==> config.mk <==
export PLATFORM = sky130hd
export DESIGN_NAME = byte_stack_with_value_removal_core
export DESIGN_NICKNAME = d
export VERILOG_FILES = /design/src/sv/bsvr_pkg.sv /design/src/sv/bsvr_ram.sv /design/src/sv/bsvr_ctrl.sv /design/src/sv/byte_stack_with_value_removal_core.sv
export SDC_FILE = /design/constraint.sdc
export NUM_CORES = 1
export LEC_CHECK = 0
export BUFFER_PORTS_ARGS = -buffer_cell sky130_fd_sc_hd__buf_2
export CORE_MARGIN = 10
export CORE_UTILIZATION = 25
export DETAILED_ROUTE_END_ITERATION = 6
export GPL_TIMING_DRIVEN = 1
export PLACE_DENSITY_LB_ADDON = 0.3
export SKIP_CTS_REPAIR_TIMING = 1
export SYNTH_ARGS = -nofsm -noshare
export SYNTH_HDL_FRONTEND = slang
export SYNTH_SLANG_ARGS = --single-unit
==> constraint.sdc <==
create_clock -name clk -period 4.25 [get_ports clk]
set_input_delay 0.85 -clock clk [delete_from_list [all_inputs] [get_ports clk]]
set_output_delay 0.85 -clock clk [all_outputs]
set_load 0.02 [all_outputs]
==> src/sv/bsvr_pkg.sv <==
// ----------------------------------------------------------------------------
// bsvr_pkg
// Shared types and constants for the byte stack with value removal.
// ----------------------------------------------------------------------------
package bsvr_pkg;

  localparam int DEPTH = 64;
  localparam int AW    = $clog2(DEPTH);
  localparam int CW    = 7;   // count/occupancy width (0..DEPTH)
  localparam int DW    = 8;

  typedef enum logic [2:0] {
    FN_PUSH   = 3'd0,
    FN_POP    = 3'd1,
    FN_PEEK   = 3'd2,
    FN_CLEAR  = 3'd3,
    FN_REMOVE = 3'd4,
    FN_COUNT  = 3'd5
  } func_t;

  typedef enum logic [1:0] {
    ST_OK    = 2'd0,
    ST_FULL  = 2'd1,
    ST_EMPTY = 2'd2
  } status_t;

  typedef enum logic [1:0] {
    S_IDLE,
    S_READ,
    S_SCAN
  } state_t;

endpackage

==> src/sv/bsvr_ram.sv <==
// ----------------------------------------------------------------------------
// bsvr_ram
// Generic single-write, single-read RAM with registered read data.
// ----------------------------------------------------------------------------
module bsvr_ram #(
  parameter int DEPTH = 64,
  parameter int WIDTH = 8,
  parameter int AW    = $clog2(DEPTH)
) (
  input  logic             clk,
  input  logic             we,
  input  logic [AW-1:0]    waddr,
  input  logic [WIDTH-1:0] wdata,
  input  logic             re,
  input  logic [AW-1:0]    raddr,
  output logic [WIDTH-1:0] rdata
);

  logic [WIDTH-1:0] mem [DEPTH];

  always_ff @(posedge clk) begin
    if (we) begin
      mem[waddr] <= wdata;
    end
  end

  always_ff @(posedge clk) begin
    if (re) begin
      rdata <= mem[raddr];
    end
  end

endmodule

==> src/sv/bsvr_ctrl.sv <==
// ----------------------------------------------------------------------------
// bsvr_ctrl
// Sequencer and shared compare unit: runs one request at a time against the
// stack RAM, walking entries one per cycle for remove and count.
// ----------------------------------------------------------------------------
module bsvr_ctrl (
  input  logic                   clk,
  input  logic                   rst,
  input  logic                   start,
  output logic                   busy,
  input  logic [2:0]             func,
  input  logic [bsvr_pkg::DW-1:0] value,
  input  logic [bsvr_pkg::CW-1:0] cap_eff,
  output logic                   done,
  output logic [bsvr_pkg::DW-1:0] data,
  output logic [bsvr_pkg::CW-1:0] match_count,
  output logic [bsvr_pkg::CW-1:0] occupancy,
  output logic [1:0]             status,
  output logic                   ram_we,
  output logic [bsvr_pkg::AW-1:0] ram_waddr,
  output logic [bsvr_pkg::DW-1:0] ram_wdata,
  output logic                   ram_re,
  output logic [bsvr_pkg::AW-1:0] ram_raddr,
  input  logic [bsvr_pkg::DW-1:0] ram_rdata
);
  import bsvr_pkg::*;

  state_t        state, state_next;
  logic [CW-1:0] top, top_next;
  logic [CW-1:0] idx, idx_next;
  logic [CW-1:0] kept, kept_next;
  logic [CW-1:0] hits, hits_next;
  func_t         op, op_next;
  logic [DW-1:0] val, val_next;
  logic          done_next;
  logic [DW-1:0] data_next;
  logic [CW-1:0] match_count_next, occupancy_next;
  status_t       status_q, status_next;

  logic [CW-1:0] top_dec;
  logic          hit;
  logic [CW-1:0] hits_inc, kept_inc;
  logic          last;

  assign top_dec  = top - CW'(1);
  assign hit      = (ram_rdata == val);
  assign hits_inc = hit ? hits + CW'(1) : hits;
  assign kept_inc = hit ? kept : kept + CW'(1);
  assign last     = (idx == top);
  assign busy     = (state != S_IDLE);
  assign status   = status_q;

  // next state
  always_comb begin
    state_next = state;
    case (state)
      S_IDLE: begin
        if (start) begin
          case (func_t'(func))
            FN_POP, FN_PEEK: begin
              if (top != '0) state_next = S_READ;
            end
            FN_REMOVE, FN_COUNT: begin
              if (top != '0) state_next = S_SCAN;
            end
            default: state_next = S_IDLE;
          endcase
        end
      end
      S_READ: state_next = S_IDLE;
      S_SCAN: begin
        if (last) state_next = S_IDLE;
      end
      default: state_next = S_IDLE;
    endcase
  end

  // datapath and RAM control
  always_comb begin
    top_next         = top;
    idx_next         = idx;
    kept_next        = kept;
    hits_next        = hits;
    op_next          = op;
    val_next         = val;
    done_next        = 1'b0;
    data_next        = data;
    match_count_next = match_count;
    occupancy_next   = occupancy;
    status_next      = status_q;
    ram_we           = 1'b0;
    ram_waddr        = kept[AW-1:0];
    ram_wdata        = ram_rdata;
    ram_re           = 1'b0;
    ram_raddr        = idx[AW-1:0];

    case (state)
      S_IDLE: begin
        if (start) begin
          op_next          = func_t'(func);
          val_next         = value;
          data_next        = '0;
          match_count_next = '0;
          status_next      = ST_OK;
          occupancy_next   = top;
          case (func_t'(func))
            FN_PUSH: begin
              done_next = 1'b1;
              if (top >= cap_eff) begin
                status_next = ST_FULL;
              end else begin
                ram_we         = 1'b1;
                ram_waddr      = top[AW-1:0];
                ram_wdata      = value;
                top_next       = top + CW'(1);
                occupancy_next = top + CW'(1);
              end
            end
            FN_POP, FN_PEEK: begin
              if (top == '0) begin
                done_next   = 1'b1;
                status_next = ST_EMPTY;
              end else begin
                ram_re    = 1'b1;
                ram_raddr = top_dec[AW-1:0];
              end
            end
            FN_CLEAR: begin
              done_next      = 1'b1;
              top_next       = '0;
              occupancy_next = '0;
            end
            FN_REMOVE, FN_COUNT: begin
              if (top == '0) begin
                done_next = 1'b1;
              end else begin
                ram_re    = 1'b1;
                ram_raddr = '0;
                idx_next  = CW'(1);
                kept_next = '0;
                hits_next = '0;
              end
            end
            default: done_next = 1'b1;
          endcase
        end
      end
      S_READ: begin
        done_next = 1'b1;
        data_next = ram_rdata;
        if (op == FN_POP) begin
          top_next       = top_dec;
          occupancy_next = top_dec;
        end
      end
      S_SCAN: begin
        // ram_rdata holds entry idx-1; kept <= idx-1, so the write never
        // lands on an entry still to be read
        hits_next = hits_inc;
        if (op == FN_REMOVE) begin
          kept_next = kept_inc;
          if (!hit) ram_we = 1'b1;
        end
        if (!last) begin
          ram_re   = 1'b1;
          idx_next = idx + CW'(1);
        end else begin
          done_next        = 1'b1;
          match_count_next = hits_inc;
          if (op == FN_REMOVE) begin
            top_next       = kept_inc;
            occupancy_next = kept_inc;
          end
        end
      end
      default: ;
    endcase
  end

  always_ff @(posedge clk) begin
    if (rst) begin
      state <= S_IDLE;
      top   <= '0;
      done  <= 1'b0;
    end else begin
      state <= state_next;
      top   <= top_next;
      done  <= done_next;
    end
  end

  always_ff @(posedge clk) begin
    idx         <= idx_next;
    kept        <= kept_next;
    hits        <= hits_next;
    op          <= op_next;
    val         <= val_next;
    data        <= data_next;
    match_count <= match_count_next;
    occupancy   <= occupancy_next;
    status_q    <= status_next;
  end

endmodule

==> src/sv/byte_stack_with_value_removal_core.sv <==
// ----------------------------------------------------------------------------
// byte_stack_with_value_removal_core
// LIFO byte stack with programmable capacity, match removal and counting.
//
//   channel   signals                                   direction
//   request   start, busy, func, value                  in (busy out)
//   result    done, data, match_count, occupancy, status out
//   config    cfg_we, cfg_wdata (capacity)              in
//
// Push, clear and unused codes: busy stays low, done follows in the next cycle.
// Pop/peek: the RAM read is issued from idle and its data taken in S_READ;
// on an empty stack done follows in the next cycle. Remove/count: one stored
// entry per cycle through the single compare unit.
// busy is high while a request runs; done pulses one cycle per request.
// Synchronous reset empties the stack and sets capacity to its full depth.
// Results cannot be stalled.
// ----------------------------------------------------------------------------
module byte_stack_with_value_removal_core (
  input  logic                    clk,
  input  logic                    rst,
  input  logic                    start,
  output logic                    busy,
  input  logic [2:0]              func,
  input  logic [bsvr_pkg::DW-1:0] value,
  output logic                    done,
  output logic [bsvr_pkg::DW-1:0] data,
  output logic [bsvr_pkg::CW-1:0] match_count,
  output logic [bsvr_pkg::CW-1:0] occupancy,
  output logic [1:0]              status,
  input  logic                    cfg_we,
  input  logic [bsvr_pkg::CW-1:0] cfg_wdata
);
  import bsvr_pkg::*;

  logic [CW-1:0] capacity;
  logic [CW-1:0] cap_eff;
  logic          ram_we, ram_re;
  logic [AW-1:0] ram_waddr, ram_raddr;
  logic [DW-1:0] ram_wdata, ram_rdata;

  always_ff @(posedge clk) begin
    if (rst) begin
      capacity <= CW'(DEPTH);
    end else if (cfg_we) begin
      capacity <= cfg_wdata;
    end
  end

  // zero acts as one, anything past the depth as the depth
  always_comb begin
    if (capacity == '0) begin
      cap_eff = CW'(1);
    end else if (capacity > CW'(DEPTH)) begin
      cap_eff = CW'(DEPTH);
    end else begin
      cap_eff = capacity;
    end
  end

  bsvr_ctrl u_ctrl (
    .clk         (clk),
    .rst         (rst),
    .start       (start),
    .busy        (busy),
    .func        (func),
    .value       (value),
    .cap_eff     (cap_eff),
    .done        (done),
    .data        (data),
    .match_count (match_count),
    .occupancy   (occupancy),
    .status      (status),
    .ram_we      (ram_we),
    .ram_waddr   (ram_waddr),
    .ram_wdata   (ram_wdata),
    .ram_re      (ram_re),
    .ram_raddr   (ram_raddr),
    .ram_rdata   (ram_rdata)
  );

  bsvr_ram #(
    .DEPTH (DEPTH),
    .WIDTH (DW),
    .AW    (AW)
  ) u_ram (
    .clk   (clk),
    .we    (ram_we),
    .waddr (ram_waddr),
    .wdata (ram_wdata),
    .re    (ram_re),
    .raddr (ram_raddr),
    .rdata (ram_rdata)
  );

endmodule
## Word-level counts from Yosys, hierarchy flattened

Memory sizes are Yosys's and may differ from the RTL's. A register that Yosys moved wholly into a read port is not among the register bits.
Cells that the tools add are included.

- Add/subtract/negate cells: 5
- Magnitude comparators: 2
- Eq/ne operators: 20
- Multiplexer cells: 66
- Reduce and logical (&&, ||, !) cells: 20

Operators by type and width:

| kind | count |
|---|---|
| two-way mux 7 bit | 18 |
| one-hot mux 7 bit (2 select lines) | 5 |
| two-way mux 6 bit | 8 |
| two-way mux 8 bit | 5 |
| adder 7 x 1 -> 7 bit, second input constant | 4 |
| one-hot mux 7 bit (3 select lines) | 1 |
| two-way mux 1 bit | 16 |
| one-hot mux 8 bit (2 select lines) | 1 |
| AND reduction 5 bit | 3 |
| logical NOT 7 bit | 2 |
| one-hot mux 2 bit (2 select lines) | 3 |
| one-hot mux 6 bit (2 select lines) | 1 |
| two-way mux 2 bit | 5 |
| == test 3 bit, second input constant | 3 |
| == test 8 bit | 1 |
| != test 2 x 1 -> 1 bit, second input constant | 4 |
| AND reduction 4 bit | 2 |
| == test 7 bit | 1 |
| >= comparator 7 bit | 1 |
| > comparator 7 bit, second input constant | 1 |
| nonzero test 7 bit | 1 |
| subtractor 7 x 1 -> 7 bit, second input constant | 1 |
| == test 3 x 1 -> 1 bit, second input constant | 2 |
| == test 3 x 2 -> 1 bit, second input constant | 2 |
| other kinds (14) | 22 |

- Bits in registers: 73
- Bits in writable memories: 512
- Input port bits: 22
- Output and inout port bits: 26
- Word-level logic and storage cells: 127
- Memories kept: 1

Memories:

| memory | depth | width | rd ports | clocked after Yosys merged registers in | wr ports | RTL line | text |
|---|---|---|---|---|---|---|---|
| u_ram.mem | 64 | 8 | 1 | 1 | 1 | bsvr_ram.sv:19 | `logic [WIDTH-1:0] mem [DEPTH];` |

## Longest topological paths before layout

- Depth after elaboration: 10
- Depth in mapped cells: 14
- Gate-level depth less buffers: 12

## Cells and area by module

Synthesis repeated with hierarchy kept, for this count alone.

- Cells, all modules: 1397
- Area, all modules: 24579.8 µm²

Modules (own cells, without submodules):

| module | times used | cells each | area each (µm²) | seq. area each (µm²) |
|---|---|---|---|---|
| bsvr_ram | 1 | 972 | 20270.7 | 15615.0 |
| bsvr_ctrl | 1 | 394 | 4002.6 | 1881.8 |
| byte_stack_with_value_removal_core | 1 | 31 | 306.5 | 140.1 |

## Worst setup path before layout

OpenSTA, ideal clock, no wires.

- Kind: input to register
- Start: input port func[0]
- End: register u_ram.rdata[6], read port of u_ram.mem (data pin)
- Setup time: 0.265 ns
- Arrival time: 3.249 ns
- Required time: 3.985 ns
- Setup slack: 0.736 ns
- Stages on the path: 10
- Path buffers: 2
- Cell sequence: clkbuf_1 nor3_1 o21ai_0 nand3_1 clkbuf_1 mux2_2 a221oi_1 o221ai_1 o2111ai_1 o31ai_1

- Cells in the longest elaborated chain, start to end: 5
- Elaborated cells on any way between the ends: 13
- Classes of those cells: 4 x eq/ne; 6 x mux; 3 x reduce/logical

Ends and longest elaborated chain:

| element | RTL line | text |
|---|---|---|
| start, declared | byte_stack_with_value_removal_core.sv:23 | `input logic [2:0] func,` |
| == test 3 x 1 -> 1 bit (tied with other cells) | bsvr_ctrl.sv:106 | `case (func_t'(func))` |
| OR reduction 4 bit (no line) or OR reduction 2 bit (tied branches) | - |  |
| two-way mux 1 bit or one-hot mux 6 bit (2 select lines) (tied branches) | - |  |
| two-way mux 1 bit or two-way mux 6 bit (tied branches) | bsvr_ctrl.sv:99 | `if (start) begin` |
| one-hot mux 1 bit (2 select lines) or two-way mux 6 bit (tied branches) | bsvr_ctrl.sv:97 | `case (state)` |
| end, declared | bsvr_ram.sv:16 | `output logic [WIDTH-1:0] rdata` |

Several ways; a longest one is shown, not always the timed one.
A chain may end at the register's enable or synchronous reset.

## Final worst setup path

- Start: register u_ctrl.top[2]
- End: register u_ram.rdata[2], read port of u_ram.mem (data pin)

- Cells in the longest elaborated chain, start to end: 5
- Elaborated cells on any way between the ends: 13
- Classes of those cells: 1 x add/sub; 1 x eq/ne; 10 x mux; 1 x reduce/logical

Ends and longest elaborated chain:

| element | RTL line | text |
|---|---|---|
| start, declared | bsvr_ctrl.sv:29 | `logic [CW-1:0] top, top_next;` |
| start signal, assigned | bsvr_ctrl.sv:187 | `top <= top_next;` |
| subtractor 7 x 1 -> 7 bit or logical NOT 7 bit (tied branches) | bsvr_ctrl.sv:45, bsvr_ctrl.sv:120, bsvr_ctrl.sv:134 |  |
| two-way mux 6 bit (tied with other cells) | bsvr_ctrl.sv:120 | `if (top == '0) begin` |
| one-hot mux 6 bit (2 select lines) or two-way mux 1 bit (tied branches) | - |  |
| two-way mux 6 bit or two-way mux 1 bit (tied branches) | bsvr_ctrl.sv:99 |  |
| two-way mux 6 bit or one-hot mux 1 bit (2 select lines) (tied branches) | bsvr_ctrl.sv:97 |  |

Several ways; a longest one is shown, not always the timed one.

==> flow_metrics.py <==
metrics = {
    "timing": {
        "rsz0062_at_grt": "no",
        "slew_violations": 0,
        "post-route-worst-setup-slack_ns": 0.0863,
        "timing.final.crit_share_pct": 98.0,
        "fin_setup_tns_ns": 0,
        "slew-limit-headroom_pct": 39.3,
        "timing.final.hold_violations": 0,
        "min_period_ns": 4.16,
        "fmax_mhz": 240,
        "clock_skew_ns": 0.0230,
        "setup_viol": 0,
        "worst_slew_pin_slew_ns": 0.908,
    },
    "power": {
        "p_per_area_nw_per_um2": 574,
        "p_int_mw": 11.7,
        "ir_worst_vdd_mv": 0.269,
        "seqPwrFrac_pct": 40.8,
        "p_sw_share_pct": 32.5,
        "switchingPower_mw": 5.66,
        "p_leak_nw": 10.2,
        "clkPwrFrac_pct": 32.5,
        "comb_power_share_pct": 26.8,
    },
    "logic_synthesis": {
        "ys_ff_latch": 593,
        "synth.yosys.seq_area_share_pct": 69.8,
        "synth.top_cell.area_share_pct": 68.5,
        "syn-instance-count": 1914,
        "synth-edff-count": 576,
        "avgSynthCellArea_um2": 13.2,
        "netlist_top_cells_area": "edfxtp_1, nand2_1, mux2i_1, nand3_1, nor2_1",
        "synth.most_common_cell": "edfxtp_1",
        "synth_nets": 1953,
        "synth_area_leader_cell": "edfxtp_1",
        "synth_cell_types": 69,
        "async_reset_ff_share_pct": 0,
        "ys_top_cells_by_count": "edfxtp_1, nand2_1, nor2_1",
        "syn_area_um2": 25300,
        "synth_top_flop_cell": "edfxtp_1",
        "yosys_warnings": 0,
    },
    "finish": {
        "drive_above_1_share_pct": 17.2,
        "final_cells": 3418,
        "antenna_cells": 0,
        "finalInstanceArea_um2": 30300,
        "synthToLayoutAreaGrowth_pct": 20.1,
        "fin_nets": 2113,
        "fin_util_pct": 30.3,
    },
    "floorplanning": {
        "die-width_um": 338,
        "die_y_um": 338,
        "die-area_um2": 114000,
        "ioPinCount": 48,
        "coreArea_um2": 100000,
        "core.rowCount": 116,
        "initial_utilization_pct": 25.2,
    },
    "drt": {
        "drt-pass1-iter-count": 6,
        "postRouteAntennaNets": 0,
        "drt_wl_total_mm": 76.9,
        "wire_per_inst_um": 22.5,
        "vias_per_cell": 5.00,
        "drc": 0,
        "vias": 17100,
        "drt_iter0_markers": 1820,
    },
    "cts": {
        "cts_made_buffers": 66,
        "cts_max_level": 3,
        "clkLatencyLatePin_ns": 0.61,
        "cts-root-buf": "clkbuf_16",
        "cts_sinks": 593,
        "cts.clk_slew.worst_paths_ns": 0.06,
        "clk_path_buf_depth": 3,
        "cts_tree": "built",
    },
    "setup_path": {
        "crit_required_ns": 4.58,
        "cp-start-kind": "flop",
        "critPathCaptureType": "flop",
        "cp_slowest_cell": "or4_1",
        "cpPeakStageDelay_ns": 0.73,
        "crit_fanout": 22,
        "worstPathArrival_ns": 4.50,
        "crit_type": "flop to flop",
        "crit_chain": "or4_1 > o211ai_4 > buf_4 > nand3_4 > buf_4 > a221oi_1 > a211oi_1 > a311oi_1 > or4_1 > o21ai_0",
    },
    "grt": {
        "grt_max_degree": 65,
        "grtUsageTotal_pct": 13.1,
        "grt_pass1_wl_mm": 112,
        "grt_pass1_vias": 16800,
        "antenna_found_initial": 3,
        "overflow": 0,
    },
    "place": {
        "io_buffers": 47,
        "postPlaceCellArea_um2": 28200,
        "place.detailed.hpwl_mm": 51.4,
        "dp_slack_ns": 0.0990,
        "gp_congestion": 0.905,
        "dp.cells": 3304,
    },
    "run": {
        "maxCapViolations": 0,
    },
    "status": {
        "status": "finished clean",
    },
    "hold_path": {
        "hp-class": "primary input to flop",
    },
}
==> layout make-up <==
| type | instances | area, um2 |
|---|---|---|
| clock inverter | 34 | 350 |
| inverter | 21 | 78.8 |
| clock buffer | 80 | 1780 |
| sequential | 593 | 17600 |
| timing repair buffer | 219 | 1790 |
| fill | 10100 | 69800 |
| multi-input combinational | 1173 | 7070 |
| tap | 1298 | 1620 |
==> registers in the layout, summed over array words and instances (netlist names) <==
register and count:
u_ram.mem 512, u_ctrl.data 8, u_ctrl.val 8, u_ram.rdata 8
capacity 7, u_ctrl.hits 7, u_ctrl.idx 7, u_ctrl.kept 7
u_ctrl.match_count 7, u_ctrl.occupancy 7, u_ctrl.top 7, u_ctrl.op 3
u_ctrl.state 2, u_ctrl.status 2, u_ctrl.done 1
==> power groups by stage <==
| stage | Combinational, mW | Sequential (mW) | Clock (mW) |
|---|---|---|---|
| after floorplan | 2.48 | 7.27 | 0 |
| after global placement | 4.63 | 7.21 | 0 |
| after detailed placement | 4.64 | 7.21 | 0 |
| after CTS | 4.65 | 7.09 | 5.77 |
| after global routing | 4.96 | 7.10 | 6.01 |
| final | 4.66 | 7.09 | 5.65 |
==> metal layers <==
metal	share of wire (%)	track usage, %	vias up
met5	0	0	-
met4	3.0	4.09	0
met3	6.5	2.34	146
met2	46	21.2	720
met1	44	17.7	8572
li1	-	-	7646
==> placed cells by master, fill, tap and decap left out, types with 21 or more instances in the layout <==
cell type,instances
edfxtp_1,576
nand2_1,322
buf_4,151
nor2_1,125
nand3_1,118
mux2i_1,70
clkbuf_16,69
a21oi_1,50
buf_2,47
a32oi_1,38
a31oi_1,35
o21ai_0,34
a221oi_1,26
and2_1,21
o221ai_1,21
buf_12,21
==> critical path: cells and delay by family (launching register included) <==
kind            cells  cell delay [ns]
flops               1             0.31
simple gates        3             1.26
buf+inv             2             0.62
compound gates      5             1.67
==> logic make-up (layout without fill, tap and decap cells) <==
logic type	count (synthesis)	after routing	share of synthesized area, %
AND/OR/NAND/NOR	694	694	12.1
flip-flops	593	593	69.8
AO/OA/AOI/OAI	337	337	9.82
buffers and inverters	148	354	2.55
multiplexers	87	87	3.53
XOR/XNOR	38	38	1.32
adder cells (fa/ha/maj)	17	17	0.842
==> path summary, 6_finish.rpt <==
path	from	endpoint	slack, ns	depth (start not counted)
worst min-delay path	value[0]	u_ctrl.val[0]$_DFFE_PP_	0.46	1
worst max-delay path	u_ctrl.top[2]$_SDFFE_PP0P_	u_ram.rdata[2]$_DFFE_PP_	0.09	10
worst min register to register	capacity[0]$_SDFFE_PP0P_	capacity[0]$_SDFFE_PP0P_	0.50	2
worst max register to register	u_ctrl.top[2]$_SDFFE_PP0P_	u_ram.rdata[2]$_DFFE_PP_	0.09	10
==> stage by stage <==
stage               hold WS, ns  total power, mW
floorplan                 0.461             9.76
global placement          0.487             11.8
detailed placement        0.495             11.9
CTS                       0.426             17.5
global route              0.431             18.1
finish                    0.457             17.4
Power figures use the tool's default switching activity.
